## src/qpde_pkg.sv

```systemverilog
// ----------------------------------------------------------------------------
// qpde_pkg
// shared types, codes and constants of the decoder stream instruction encoder
// ----------------------------------------------------------------------------
package qpde_pkg;

    localparam int OPERAND_W  = 62;
    localparam int CAP_W      = 16;
    localparam int TOTAL_W    = 64;
    localparam int BYTE_W     = 8;
    localparam int CFG_DATA_W = 32;
    localparam int CFG_ADDR_W = 3;

    localparam int DEF_MAX_ENCODED_BYTES = 11;
    localparam int DEF_VALUE_BITS        = 62;
    localparam int MAX_RESULTS           = 10;

    localparam logic [CAP_W-1:0] CAP_RESET = 16'd4096;

    // register index, taken from paddr above the byte offset
    localparam logic [0:0] REG_BUFFER_CAPACITY = 1'b0;

    typedef enum logic [2:0] {
        KIND_OPEN   = 3'd0,
        KIND_CLOSE  = 3'd1,
        KIND_RESET  = 3'd2,
        KIND_ACK    = 3'd3,
        KIND_CANCEL = 3'd4,
        KIND_INCR   = 3'd5,
        KIND_MARK   = 3'd6,
        KIND_CLEAR  = 3'd7
    } kind_t;

    typedef enum logic [2:0] {
        ST_OK      = 3'd0,
        ST_INVALID = 3'd1,
        ST_FULL    = 3'd2,
        ST_DUP     = 3'd3,
        ST_CLOSED  = 3'd4
    } status_t;

    typedef enum logic [1:0] {
        LINK_IDLE   = 2'd0,
        LINK_OPEN   = 2'd1,
        LINK_CLOSED = 2'd2
    } link_t;

    typedef enum logic [4:0] {
        S_IDLE  = 5'b00001,
        S_PREP  = 5'b00010,
        S_CHECK = 5'b00100,
        S_EMIT  = 5'b01000,
        S_STAT  = 5'b10000
    } state_t;

    // controller to datapath
    typedef struct packed {
        logic capture;
        logic prep;
        logic commit;
        logic load_byte;
        logic load_status;
    } cmd_t;

    // datapath to controller
    typedef struct packed {
        logic emit;
        logic last_byte;
        logic out_free;
    } sts_t;

endpackage

```

## src/qpack_decoder_instruction_encoder.sv

```systemverilog
// ----------------------------------------------------------------------------
// qpack_decoder_instruction_encoder
// QPACK decoder stream command to prefix-integer byte encoder
// ----------------------------------------------------------------------------
// One command item (kind, operand) enters on the in_valid/in_stall channel.
// It yields either the bytes of one decoder stream instruction, one result
// item per byte with last on the final one, or a single status item with
// byte_valid low. Every result item carries the link state and counters as
// they stand after the command.
// Steps: capture, the prefix subtraction, then length, credit check and state
// update, then one byte per cycle out of the shift register into the output
// register whenever out_stall does not hold it. There are 1 to 10 result items.
// A finished result waits in the output register while the next item is
// accepted. When out_stall is high while a result is held, the output register
// holds and emission pauses. Reset returns to the idle link with all counters
// at zero and the buffer capacity at 4096. The capacity register is written
// over the APB port at address 0; the user must write it only while no item is
// in flight, the block itself does not enforce this.
// ----------------------------------------------------------------------------
module qpack_decoder_instruction_encoder
    import qpde_pkg::*;
#(
    parameter int MAX_ENCODED_BYTES = DEF_MAX_ENCODED_BYTES,
    parameter int VALUE_BITS        = DEF_VALUE_BITS
)
(
    input  logic                  clk,
    input  logic                  rst_n,
    input  logic                  psel,
    input  logic                  penable,
    input  logic                  pwrite,
    input  logic [CFG_ADDR_W-1:0] paddr,
    input  logic [CFG_DATA_W-1:0] pwdata,
    output logic [CFG_DATA_W-1:0] prdata,
    output logic                  pready,
    input  logic                  in_valid,
    output logic                  in_stall,
    input  logic [2:0]            kind,
    input  logic [OPERAND_W-1:0]  operand,
    output logic                  out_valid,
    input  logic                  out_stall,
    output logic [BYTE_W-1:0]     out_byte,
    output logic                  byte_valid,
    output logic                  last,
    output logic [2:0]            status,
    output logic [1:0]            link_state,
    output logic [CAP_W-1:0]      pending_bytes,
    output logic [TOTAL_W-1:0]    known_count,
    output logic [OPERAND_W-1:0]  max_ack_id,
    output logic [OPERAND_W-1:0]  open_stream_id
);

    cmd_t             cmd;
    sts_t             sts;
    logic             cfg_we;
    logic             cfg_hit;
    logic [CAP_W-1:0] capacity;

    assign pready  = 1'b1;
    assign cfg_hit = (paddr[CFG_ADDR_W-1:2] == REG_BUFFER_CAPACITY);
    assign cfg_we  = psel && penable && pwrite && pready && cfg_hit;
    assign prdata  = cfg_hit ? CFG_DATA_W'(capacity) : '0;

    qpde_ctrl u_ctrl
    (
        .clk      (clk),
        .rst_n    (rst_n),
        .in_valid (in_valid),
        .in_stall (in_stall),
        .sts      (sts),
        .cmd      (cmd)
    );

    qpde_dp
    #(
        .MAX_ENCODED_BYTES (MAX_ENCODED_BYTES),
        .VALUE_BITS        (VALUE_BITS)
    )
    u_dp
    (
        .clk            (clk),
        .rst_n          (rst_n),
        .kind           (kind),
        .operand        (operand),
        .cfg_we         (cfg_we),
        .cfg_wdata      (pwdata[CAP_W-1:0]),
        .capacity       (capacity),
        .cmd            (cmd),
        .sts            (sts),
        .out_stall      (out_stall),
        .out_valid      (out_valid),
        .out_byte       (out_byte),
        .byte_valid     (byte_valid),
        .last           (last),
        .status         (status),
        .link_state     (link_state),
        .pending_bytes  (pending_bytes),
        .known_count    (known_count),
        .max_ack_id     (max_ack_id),
        .open_stream_id (open_stream_id)
    );

endmodule

```

## src/qpde_ctrl.sv

```systemverilog
// ----------------------------------------------------------------------------
// qpde_ctrl
// sequencer: capture, prefix prep, decision, byte or status emission
// ----------------------------------------------------------------------------
module qpde_ctrl
    import qpde_pkg::*;
(
    input  logic clk,
    input  logic rst_n,
    input  logic in_valid,
    output logic in_stall,
    input  sts_t sts,
    output cmd_t cmd
);

    state_t state_reg;
    state_t state_next;

    always_ff @(posedge clk or negedge rst_n)
    begin
        if (!rst_n)
        begin
            state_reg <= S_IDLE;
        end
        else
        begin
            state_reg <= state_next;
        end
    end

    assign in_stall = (state_reg != S_IDLE);

    always_comb
    begin
        state_next = state_reg;
        cmd        = '0;
        unique case (state_reg)
            S_IDLE:
            begin
                if (in_valid)
                begin
                    cmd.capture = 1'b1;
                    state_next  = S_PREP;
                end
            end
            S_PREP:
            begin
                cmd.prep   = 1'b1;
                state_next = S_CHECK;
            end
            S_CHECK:
            begin
                cmd.commit = 1'b1;
                state_next = sts.emit ? S_EMIT : S_STAT;
            end
            S_EMIT:
            begin
                if (sts.out_free)
                begin
                    cmd.load_byte = 1'b1;
                    if (sts.last_byte)
                    begin
                        state_next = S_IDLE;
                    end
                end
            end
            S_STAT:
            begin
                if (sts.out_free)
                begin
                    cmd.load_status = 1'b1;
                    state_next      = S_IDLE;
                end
            end
            default:
            begin
                state_next = S_IDLE;
            end
        endcase
    end

endmodule

```

## src/qpde_dp.sv

```systemverilog
// ----------------------------------------------------------------------------
// qpde_dp
// link state, counters, prefix integer encoder and output register
// ----------------------------------------------------------------------------
module qpde_dp
    import qpde_pkg::*;
#(
    parameter int MAX_ENCODED_BYTES = DEF_MAX_ENCODED_BYTES,
    parameter int VALUE_BITS        = DEF_VALUE_BITS
)
(
    input  logic                 clk,
    input  logic                 rst_n,
    input  logic [2:0]           kind,
    input  logic [OPERAND_W-1:0] operand,
    input  logic                 cfg_we,
    input  logic [CAP_W-1:0]     cfg_wdata,
    output logic [CAP_W-1:0]     capacity,
    input  cmd_t                 cmd,
    output sts_t                 sts,
    input  logic                 out_stall,
    output logic                 out_valid,
    output logic [BYTE_W-1:0]    out_byte,
    output logic                 byte_valid,
    output logic                 last,
    output logic [2:0]           status,
    output logic [1:0]           link_state,
    output logic [CAP_W-1:0]     pending_bytes,
    output logic [TOTAL_W-1:0]   known_count,
    output logic [OPERAND_W-1:0] max_ack_id,
    output logic [OPERAND_W-1:0] open_stream_id
);

    localparam int OPND_W   = (VALUE_BITS < OPERAND_W) ? VALUE_BITS : OPERAND_W;
    localparam int NGROUPS  = (OPND_W + 6) / 7;
    localparam int REM_W    = NGROUPS * 7;
    localparam int GRP_W    = $clog2(NGROUPS);
    localparam int LEN_W    = $clog2(MAX_ENCODED_BYTES + 1);
    localparam int SEL_W    = (GRP_W > LEN_W) ? GRP_W : LEN_W;
    localparam int CONT_MAX = MAX_ENCODED_BYTES - 2;
    localparam int CMP_W    = (OPND_W > CAP_W) ? OPND_W : CAP_W;

    localparam logic [BYTE_W-1:0] CONT_FLAG = 8'h80;
    localparam logic [6:0]        LOW7      = 7'h7F;
    localparam logic [5:0]        LOW6      = 6'h3F;

    // configuration and tracked state
    logic [CAP_W-1:0]   cap_reg;
    link_t              link_reg,    link_next;
    logic [OPND_W-1:0]  saved_reg,   saved_next;
    logic [CAP_W-1:0]   pending_reg, pending_next;
    logic [TOTAL_W-1:0] total_reg,   total_next;
    logic [OPND_W-1:0]  ack_reg,     ack_next;

    // item in flight
    kind_t              kind_reg;
    logic [OPND_W-1:0]  opnd_reg;
    logic               small_reg;
    logic [REM_W-1:0]   rem_reg;
    logic [LEN_W-1:0]   idx_reg;
    logic [LEN_W-1:0]   last_idx_reg;
    status_t            code_reg;

    // output register
    logic               out_valid_reg;
    logic [BYTE_W-1:0]  out_byte_reg;
    logic               byte_valid_reg;
    logic               last_reg;
    status_t            status_reg;
    link_t              link_out_reg;
    logic [CAP_W-1:0]   pending_out_reg;
    logic [TOTAL_W-1:0] total_out_reg;
    logic [OPERAND_W-1:0] ack_out_reg;
    logic [OPERAND_W-1:0] open_out_reg;

    logic [OPND_W-1:0]  pmax;
    logic [OPND_W-1:0]  diff;
    logic [GRP_W-1:0]   top_grp;
    logic [SEL_W-1:0]   cont;
    logic [LEN_W-1:0]   len;
    logic               fits;
    logic [CMP_W-1:0]   opnd_cmp;
    logic               emit;
    status_t            code;
    logic [BYTE_W-1:0]  first_byte;
    logic [BYTE_W-1:0]  next_byte;

    assign capacity = cap_reg;

    always_ff @(posedge clk or negedge rst_n)
    begin
        if (!rst_n)
        begin
            cap_reg <= CAP_RESET;
        end
        else if (cfg_we)
        begin
            cap_reg <= cfg_wdata;
        end
    end

    // ------------------------------------------------------------------
    // capture and prefix prep
    // ------------------------------------------------------------------
    assign pmax = (kind_reg == KIND_ACK) ? OPND_W'(LOW7) : OPND_W'(LOW6);
    assign diff = opnd_reg - pmax;

    always_ff @(posedge clk)
    begin
        if (cmd.capture)
        begin
            kind_reg <= kind_t'(kind);
            opnd_reg <= operand[OPND_W-1:0];
        end
        if (cmd.prep)
        begin
            small_reg <= (opnd_reg < pmax);
            rem_reg   <= REM_W'(diff);
        end
        else if (cmd.load_byte && (idx_reg != '0))
        begin
            rem_reg <= {7'd0, rem_reg[REM_W-1:7]};
        end
    end

    // ------------------------------------------------------------------
    // encoded length: highest nonzero 7-bit group of the remainder
    // ------------------------------------------------------------------
    always_comb
    begin
        top_grp = '0;
        for (int g = 1; g < NGROUPS; g++)
        begin
            if (|rem_reg[g*7 +: 7])
            begin
                top_grp = GRP_W'(g);
            end
        end
    end

    always_comb
    begin
        cont = (SEL_W'(top_grp) > SEL_W'(CONT_MAX)) ? SEL_W'(CONT_MAX) : SEL_W'(top_grp);
        len  = small_reg ? LEN_W'(1) : (LEN_W'(cont) + LEN_W'(2));
        fits = (int'(len) <= MAX_RESULTS) &&
               (({1'b0, pending_reg} + (CAP_W+1)'(len)) <= {1'b0, cap_reg});
    end

    assign opnd_cmp = CMP_W'(opnd_reg);

    // ------------------------------------------------------------------
    // command decision and state update
    // ------------------------------------------------------------------
    always_comb
    begin
        link_next    = link_reg;
        saved_next   = saved_reg;
        pending_next = pending_reg;
        total_next   = total_reg;
        ack_next     = ack_reg;
        emit         = 1'b0;
        code         = ST_OK;
        unique case (kind_reg)
            KIND_OPEN:
            begin
                if (link_reg == LINK_OPEN)
                begin
                    code = ST_DUP;
                end
                else if (link_reg == LINK_CLOSED)
                begin
                    code = ST_CLOSED;
                end
                else
                begin
                    saved_next = opnd_reg;
                    link_next  = LINK_OPEN;
                end
            end
            KIND_CLOSE:
            begin
                link_next = LINK_CLOSED;
            end
            KIND_RESET:
            begin
                link_next    = LINK_IDLE;
                saved_next   = '0;
                pending_next = '0;
                total_next   = '0;
                ack_next     = '0;
            end
            KIND_MARK:
            begin
                if (opnd_cmp >= CMP_W'(pending_reg))
                begin
                    pending_next = '0;
                end
                else
                begin
                    pending_next = pending_reg - opnd_cmp[CAP_W-1:0];
                end
            end
            KIND_CLEAR:
            begin
                pending_next = '0;
            end
            KIND_ACK, KIND_CANCEL, KIND_INCR:
            begin
                if (link_reg != LINK_OPEN)
                begin
                    code = ST_INVALID;
                end
                else if ((kind_reg == KIND_INCR) && (opnd_reg == '0))
                begin
                    code = ST_OK;
                end
                else if (!fits)
                begin
                    code = ST_FULL;
                end
                else
                begin
                    emit         = 1'b1;
                    pending_next = pending_reg + CAP_W'(len);
                    if ((kind_reg == KIND_ACK) && (opnd_reg > ack_reg))
                    begin
                        ack_next = opnd_reg;
                    end
                    if (kind_reg == KIND_INCR)
                    begin
                        total_next = total_reg + TOTAL_W'(opnd_reg);
                    end
                end
            end
            default:
            begin
                code = ST_OK;
            end
        endcase
    end

    always_ff @(posedge clk or negedge rst_n)
    begin
        if (!rst_n)
        begin
            link_reg    <= LINK_IDLE;
            saved_reg   <= '0;
            pending_reg <= '0;
            total_reg   <= '0;
            ack_reg     <= '0;
        end
        else if (cmd.commit)
        begin
            link_reg    <= link_next;
            saved_reg   <= saved_next;
            pending_reg <= pending_next;
            total_reg   <= total_next;
            ack_reg     <= ack_next;
        end
    end

    always_ff @(posedge clk)
    begin
        if (cmd.commit)
        begin
            code_reg     <= code;
            last_idx_reg <= len - LEN_W'(1);
            idx_reg      <= '0;
        end
        else if (cmd.load_byte)
        begin
            idx_reg <= idx_reg + LEN_W'(1);
        end
    end

    // ------------------------------------------------------------------
    // byte selection
    // ------------------------------------------------------------------
    always_comb
    begin
        unique case (kind_reg)
            KIND_ACK:
                first_byte = {1'b1, small_reg ? opnd_reg[6:0] : LOW7};
            KIND_CANCEL:
                first_byte = {2'b01, small_reg ? opnd_reg[5:0] : LOW6};
            default:
                first_byte = {2'b00, small_reg ? opnd_reg[5:0] : LOW6};
        endcase
        if (idx_reg == '0)
        begin
            next_byte = first_byte;
        end
        else if (idx_reg == last_idx_reg)
        begin
            next_byte = rem_reg[BYTE_W-1:0];
        end
        else
        begin
            next_byte = CONT_FLAG | {1'b0, rem_reg[6:0]};
        end
    end

    // ------------------------------------------------------------------
    // output register with snapshot of the state after the step
    // ------------------------------------------------------------------
    always_ff @(posedge clk or negedge rst_n)
    begin
        if (!rst_n)
        begin
            out_valid_reg <= 1'b0;
        end
        else if (cmd.load_byte || cmd.load_status)
        begin
            out_valid_reg <= 1'b1;
        end
        else if (!out_stall)
        begin
            out_valid_reg <= 1'b0;
        end
    end

    always_ff @(posedge clk)
    begin
        if (cmd.load_byte || cmd.load_status)
        begin
            out_byte_reg    <= cmd.load_byte ? next_byte : '0;
            byte_valid_reg  <= cmd.load_byte;
            last_reg        <= cmd.load_status || (idx_reg == last_idx_reg);
            status_reg      <= cmd.load_byte ? ST_OK : code_reg;
            link_out_reg    <= link_reg;
            pending_out_reg <= pending_reg;
            total_out_reg   <= total_reg;
            ack_out_reg     <= OPERAND_W'(ack_reg);
            open_out_reg    <= (link_reg == LINK_OPEN) ? OPERAND_W'(saved_reg) : '0;
        end
    end

    assign sts.emit      = emit;
    assign sts.last_byte = (idx_reg == last_idx_reg);
    assign sts.out_free  = !out_valid_reg || !out_stall;

    assign out_valid      = out_valid_reg;
    assign out_byte       = out_byte_reg;
    assign byte_valid     = byte_valid_reg;
    assign last           = last_reg;
    assign status         = status_reg;
    assign link_state     = link_out_reg;
    assign pending_bytes  = pending_out_reg;
    assign known_count    = total_out_reg;
    assign max_ack_id     = ack_out_reg;
    assign open_stream_id = open_out_reg;

endmodule

```

## config.mk

```make
export PLATFORM = sky130hd
export DESIGN_NAME = qpack_decoder_instruction_encoder
export DESIGN_NICKNAME = d
export VERILOG_FILES = /design/src/qpde_pkg.sv /design/src/qpack_decoder_instruction_encoder.sv /design/src/qpde_ctrl.sv /design/src/qpde_dp.sv
export SDC_FILE = /design/constraint.sdc
export NUM_CORES = 1
export LEC_CHECK = 0
export BUFFER_PORTS_ARGS = -buffer_cell sky130_fd_sc_hd__buf_2
export CORE_AREA = 2 2 277 279
export CTS_CLUSTER_DIAMETER = 150
export CTS_CLUSTER_SIZE = 30
export DETAILED_ROUTE_END_ITERATION = 8
export DIE_AREA = 0 0 279 281
export PLACE_DENSITY = 0.71
export SYNTH_ARGS = -nofsm -noshare
export SYNTH_HDL_FRONTEND = slang
export SYNTH_SLANG_ARGS = --single-unit
```

## constraint.sdc

```tcl
create_clock -name clk -period 12.5 [get_ports clk]
set_clock_uncertainty 0.15 [all_clocks]
set_input_delay 1.25 -clock clk [delete_from_list [all_inputs] [get_ports clk]]
set_output_delay 1.25 -clock clk [all_outputs]
set_load 0.01 [all_outputs]
```

* Word level (Yosys, flattened, before mapping)
Index checks and enable logic that the tools add are counted.
** Word-level totals
- Bits in registers :: 586
- Input port bits :: 107
- Word-level logic and storage cells :: 170
** Operators by class
- Add/subtract/negate cells :: 8
- $lt $le $gt $ge :: 6
- Equality and inequality tests :: 29
- Mux-type cells :: 65
- Bitwise logic cells :: 1
- Reduce and logical (&&, ||, !) cells :: 37
** Operator list (count)
- 2-to-1 mux 62 bit :: 8
- 2-to-1 mux 64 bit :: 4
- case mux 62 bit (2 select lines) :: 2
- case mux 64 bit (2 select lines) :: 1
- 2-to-1 mux 16 bit :: 5
- adder 64 x 62 -> 64 bit :: 1
- >= comparator 62 x 16 -> 1 bit :: 1
- > comparator 62 bit :: 1
- zero test 62 bit :: 1
- less-than comparator 62 bit :: 1
- subtractor 62 bit :: 1
- OR reduction 7 bit :: 7
- case mux 16 bit (3 select lines) :: 1
- 2-to-1 mux 5 bit :: 5
- case mux 5 bit (5 select lines) :: 1
- 2-to-1 mux 3 bit :: 8
- adder 16 x 4 -> 17 bit :: 1
- less-or-equal comparator 17 x 16 -> 1 bit :: 1
- adder 16 x 4 -> 16 bit :: 1
- 2-to-1 mux 8 bit :: 2
- inequality test 2 bit, second input constant :: 8
- case mux 8 bit (2 select lines) :: 1
- subtractor 16 bit :: 1
- 2-to-1 mux 1 bit :: 14
- other kinds (39) :: 69

* Depth between registers and ports, before layout
- Depth after elaboration :: 22
- Depth in mapped cells :: 29

* Modules after synthesis
From an unflattened synthesis, not the netlist that was laid out.
** Unflattened totals
- Cells, all modules :: 2770
- Area total of the unflattened synthesis :: 30246.5 um^2
** By module, submodules not included
- qpde_dp :: times used 1, cells each 2695, area an instance 29635.9 um^2, seq. area each 16291.9 um^2
- qpde_ctrl :: times used 1, cells each 38, area an instance 339.1 um^2, seq. area each 126.4 um^2
- qpack_decoder_instruction_encoder :: times used 1, cells each 37, area an instance 271.5 um^2, seq. area each 0.0 um^2

* Worst setup path before layout
OpenSTA, ideal clock, no wires.
- Path kind :: input -> register
- From :: in out_stall
- To :: reg u_dp.byte_valid_reg, in the netlist u_dp.byte_valid (enable)
- Library setup time :: 0.872 ns
- Data arrival time :: 11.955 ns
- Required time :: 11.478 ns
- Path slack :: -0.478 ns
- Stages on the path :: 2
- Buffers on the path :: 0
- Cell sequence :: and2_1 -> a21oi_1
** On the way
- Word-level cells in the longest chain between the ends :: 5
** RTL lines
- start: declaration :: RTL line qpack_decoder_instruction_encoder.sv:41 : input logic out_stall,
- zero test 1 bit (*)
- logical OR 1 bit (*) :: RTL line qpde_dp.sv:340 : assign sts.out_free = !out_valid_reg || !out_stall;
- 2-to-1 mux 1 bit (*) :: RTL line qpde_ctrl.sv:58, qpde_ctrl.sv:69
- 2-to-1 mux 1 bit :: RTL line qpde_ctrl.sv:37 : unique case (state_reg)
- logical OR 1 bit (*) :: RTL line qpde_dp.sv:324 : if (cmd.load_byte || cmd.load_status)
- end signal: assignment :: RTL line qpde_dp.sv:327 : byte_valid_reg <= cmd.load_byte;
- end: declaration :: RTL line qpde_dp.sv:67 : logic byte_valid_reg;
Every way passes the cells marked *; elsewhere a longest branch is shown, timed or not.
A chain may end at the register's enable or synchronous reset.

* Worst setup path in the final report
- From :: reg u_dp.rem_reg[10]
- To :: reg u_dp.total_reg[10]
** On the way
- Word-level cells in the longest chain between the ends :: 18
** RTL lines
- start: declaration :: RTL line qpde_dp.sv:59 : logic [REM_W-1:0] rem_reg;
- start signal: assignment :: RTL line qpde_dp.sv:118 : rem_reg <= REM_W'(diff);
- start signal: assignment :: RTL line qpde_dp.sv:122 : rem_reg <= {7'd0, rem_reg[REM_W-1:7]};
- OR reduction 7 bit (*) :: RTL line qpde_dp.sv:134 : if (|rem_reg[g*7 +: 7])
- 2-to-1 mux 1 bit (*) :: RTL line qpde_dp.sv:134
- 2-to-1 mux 2 bit (*) (2 in a row) :: RTL line qpde_dp.sv:134
- 2-to-1 mux 3 bit (*) (4 in a row) :: RTL line qpde_dp.sv:134
- 2-to-1 mux 4 bit (*) :: RTL line qpde_dp.sv:134
- > comparator 4 bit :: RTL line qpde_dp.sv:143 : cont = (SEL_W'(top_grp) > SEL_W'(CONT_MAX)) ? SEL_W'(CONT_MAX) : SEL_W'(top_grp);
- 2-to-1 mux 4 bit (*) :: RTL line qpde_dp.sv:143
- adder 4 x 2 -> 4 bit (*) :: RTL line qpde_dp.sv:144 : len = small_reg ? LEN_W'(1) : (LEN_W'(cont) + LEN_W'(2));
- 2-to-1 mux 4 bit (*) :: RTL line qpde_dp.sv:144
- adder 16 x 4 -> 17 bit :: RTL line qpde_dp.sv:146 : (({1'b0, pending_reg} + (CAP_W+1)'(len)) <= {1'b0, cap_reg});
- less-or-equal comparator 17 x 16 -> 1 bit :: RTL line qpde_dp.sv:146
- logical AND 1 bit (*) :: RTL line qpde_dp.sv:145 : fits = (int'(len) <= MAX_RESULTS) &&
- inequality test 2 x 1 -> 1 bit (no line) (*)
- AND reduction 6 bit (no line) (*)
- end signal: assignment :: RTL line qpde_dp.sv:257 : total_reg <= total_next;
- end: declaration :: RTL line qpde_dp.sv:52 : logic [TOTAL_W-1:0] total_reg, total_next;
Marks and branches as above.

==> flow_metrics.py <==
metrics = {
    "routing": {
        "vias": 21500,
        "vias_per_cell": 5.41,
        "drt_pre_antenna_iters": 6,
        "wl_per_cell_um": 21.2,
        "drtAntennaViolNets": 0,
        "routed_wl_um": 84000,
        "post-route-drc-count": 0,
        "drt_iter0_drc": 1638,
    },
    "placed_design": {
        "place_ws_ns": 5.21,
        "placed_cell_area_um2": 32500,
        "portBuffers": 325,
        "gp_congestion": 0.900,
        "hpwl_um": 61000,
    },
    "synthesis": {
        "ys_seq_elements": 586,
        "yosys_warnings": 0,
        "synth_most_common_cell": "edfxtp_1",
        "async_flop_share": 0.389,
        "synthTopCellsByArea": "edfxtp_1 35%, dfrtp_1 19%, ha_1 7.6%",
        "synth_ff_type": "edfxtp_1",
        "yosysTopAreaCell": "edfxtp_1",
        "synth-seq-area-share": 0.548,
        "yosysTopAreaCellShare": 0.355,
        "syn_area_um2": 29900,
        "synth.distinct_cells": 83,
        "synth.avg_cell_area_um2": 11.0,
        "syn_inst": 2723,
        "yosys-top-cells-count": "354 x edfxtp_1, 316 x nand2_1, 226 x dfrtp_1",
        "synth_edf_count": 354,
    },
    "floorplanning": {
        "rows": 101,
        "dieArea_um2": 78400,
        "die_h_um": 281,
        "die_x_um": 279,
        "core-area_um2": 75400,
        "ios": 361,
        "start_util": 0.397,
    },
    "min_path": {
        "min_path_type": "reg2reg",
    },
    "clock_tree": {
        "numClockSinks": 586,
        "cts_setup_buffers": 0,
        "cts_buffers": 23,
        "cts-root-buf": "clkbuf_16",
        "clock_path_buffers": 3,
        "cts_tree": "built",
        "clk_pin_slew_ns": 0.12,
        "postCtsHoldBufs": 0,
        "htree_levels": 1,
        "clock_latency_ns": 0.62,
        "cts.repair.resized": 0,
    },
    "power_and_ir_drop": {
        "seqPwrFrac": 0.503,
        "p_int_mw": 3.54,
        "p_per_area_nw_per_um2": 171,
        "leakagePower_nw": 14.0,
        "clkPwrFrac": 0.171,
        "power_switching_mw": 2.11,
        "p_comb_frac": 0.326,
        "netSwitchingFraction": 0.374,
        "ir_worst_vdd_uv": 133,
    },
    "critical_path": {
        "path_class": "reg2reg",
        "required_ns": 12.87,
        "critPathMaxFanout": 43,
        "r2r_cells": 25,
        "crit_arrival_ns": 7.70,
        "crit_start": "u_dp.rem_reg[10]",
        "r2r_end": "u_dp.total_reg[10]",
        "reg2reg_setup_slack_ns": 5.17,
        "critPathCapture": "u_dp.total_reg[10]",
        "critPathLaunchType": "flop",
        "r2r-start": "u_dp.rem_reg[10]",
        "crit_path_end_kind": "flop",
    },
    "layout": {
        "syn_to_final_growth_pct": 10.7,
        "drive_above_1_share": 0.140,
        "final_design_area_no_fill_um2": 33200,
        "fin_nets": 3269,
    },
    "global_route": {
        "grt_antenna_before_repair": 0,
        "grt_pass1_vias": 20600,
        "grt_pass1_wl_um": 126000,
        "grt_max_degree": 101,
        "grtUsageTotal": 0.210,
        "gr-total-overflow": 0,
    },
    "sta": {
        "fin_ws_ns": 5.17,
        "rsz0062_at_grt": "no",
        "slew_headroom": 0.272,
        "setup_viol": 0,
        "hold_viol": 0,
        "period_needed_ns": 7.33,
        "fmax_mhz": 136,
        "period_share": 0.586,
        "fin_tns_setup_ns": 0,
        "whs_ns": 0.309,
        "report.final.slew_viol_count": 0,
        "tightest_slew_ns": 1.07,
    },
    "status": {
        "status": "completed",
    },
    "job": {
        "max_cap_viol_count": 0,
    },
}
## stage by stage
step | total power [mW] | instances | util
2_1_floorplan | 4.08 | 2738 | -
3_5_place_dp | 4.71 | 3929 | 0.431
4_1_cts | 5.68 | 3970 | 0.439
6_report | 5.65 | 3971 | 0.439
5_1_grt | 6.02 | 3970 | 0.439
3_3_place_gp | 4.66 | 3929 | 0.431
## power by group through the flow
stage          Clock [mW]  Sequential [mW]  Combinational [mW]
2_1_floorplan           0             2.74                1.35
3_3_place_gp            0             2.87                1.80
3_5_place_dp            0             2.88                1.83
4_1_cts              1.00             2.84                1.84
5_1_grt              1.06             2.88                2.08
6_report            0.966             2.84                1.84
## cell families (layout without fill, tap and decap cells)
kind of cell,after synthesis,in the layout,synth area share
XOR/XNOR,144,144,0.0421
AND/OR/NAND/NOR,834,834,0.134
other,2,18,0.000251
AO/OA/AOI/OAI,609,609,0.130
adder cells (fa/ha/maj),186,186,0.0785
flip-flops,586,586,0.548
buffers and inverters,280,534,0.0384
multiplexers,82,82,0.0281
## area by class of cell
| type | count | area (um^2) |
|---|---|---|
| fill | 7035 | 42300 |
| sequential | 586 | 16400 |
| multi-input combinational | 1872 | 12500 |
| timing repair buffer | 348 | 1810 |
| tap | 978 | 1220 |
| clock buffer | 40 | 639 |
| inverter | 145 | 544 |
| clock inverter | 1 | 16.3 |
| antenna | 1 | 2.50 |
## cell usage in the layout (no fill, tap or decap), types with 17 or more instances in the layout
cell | Yosys | routed
clkbuf_16 | 0 | 23
and2_1 | 72 | 72
nor4_1 | 19 | 19
dfrtp_1 | 226 | 226
nor3_1 | 48 | 48
ha_1 | 183 | 183
clkbuf_1 | 95 | 17
buf_2 | 17 | 324
o21ai_0 | 125 | 124
o21ai_1 | 64 | 64
xor2_1 | 46 | 46
xnor2_1 | 98 | 98
conb_1 | 2 | 17
mux2i_1 | 65 | 65
nor2_1 | 150 | 149
inv_1 | 143 | 143
nand4_1 | 46 | 46
a21o_1 | 89 | 89
or3_1 | 18 | 17
a21oi_1 | 133 | 132
nand3_1 | 36 | 36
nand2_1 | 316 | 315
nand2b_1 | 61 | 61
o31ai_1 | 41 | 41
buf_4 | 17 | 23
edfxtp_1 | 354 | 354
## worst max-delay path: stages (launching register included)
cell	delay, ns
edfxtp_1	0.40
or4_1	0.56
o41ai_1	0.40
nand3_1	0.15
nand2_1	0.11
nand2_1	0.05
a311o_1	0.42
o21a_1	0.15
ha_1	0.22
fa_1	0.40
a21o_1	0.21
a21oi_1	0.30
nor2_1	0.17
nand3_1	0.14
xnor2_1	0.16
ha_1	0.28
a21o_1	0.16
a21o_1	0.17
a21oi_1	0.14
o21ai_0	0.12
a21o_1	0.25
a21boi_2	0.22
a21oi_1	0.17
or4b_4	0.84
nand2b_1	0.59
o21ai_1	0.29
## metal layers
metal / wire (um) / vias up / GRT usage
li1: - / 10200 / -
met5: 0 / - / 0
met1: 38000 / 10600 / 0.295
met3: 4230 / 98 / 0.0207
met2: 39800 / 637 / 0.348
met4: 2080 / 0 / 0.0542
## how the worst min path moves through the flow
stage / endpoint / startpoint / cells past startpoint / slack (ns)
detailed placement: u_dp.max_ack_id[36] / u_dp.ack_reg[36] / 0 / 0.28
finish: u_dp.max_ack_id[5] / u_dp.ack_reg[5] / 0 / 0.31
floorplan: u_dp.max_ack_id[10] / u_dp.ack_reg[10] / 0 / 0.27
global route: u_dp.max_ack_id[18] / u_dp.ack_reg[18] / 0 / 0.32
global placement: u_dp.max_ack_id[5] / u_dp.ack_reg[5] / 0 / 0.28
CTS: u_dp.max_ack_id[5] / u_dp.ack_reg[5] / 0 / 0.31
(Power assumes the default switching activity.)
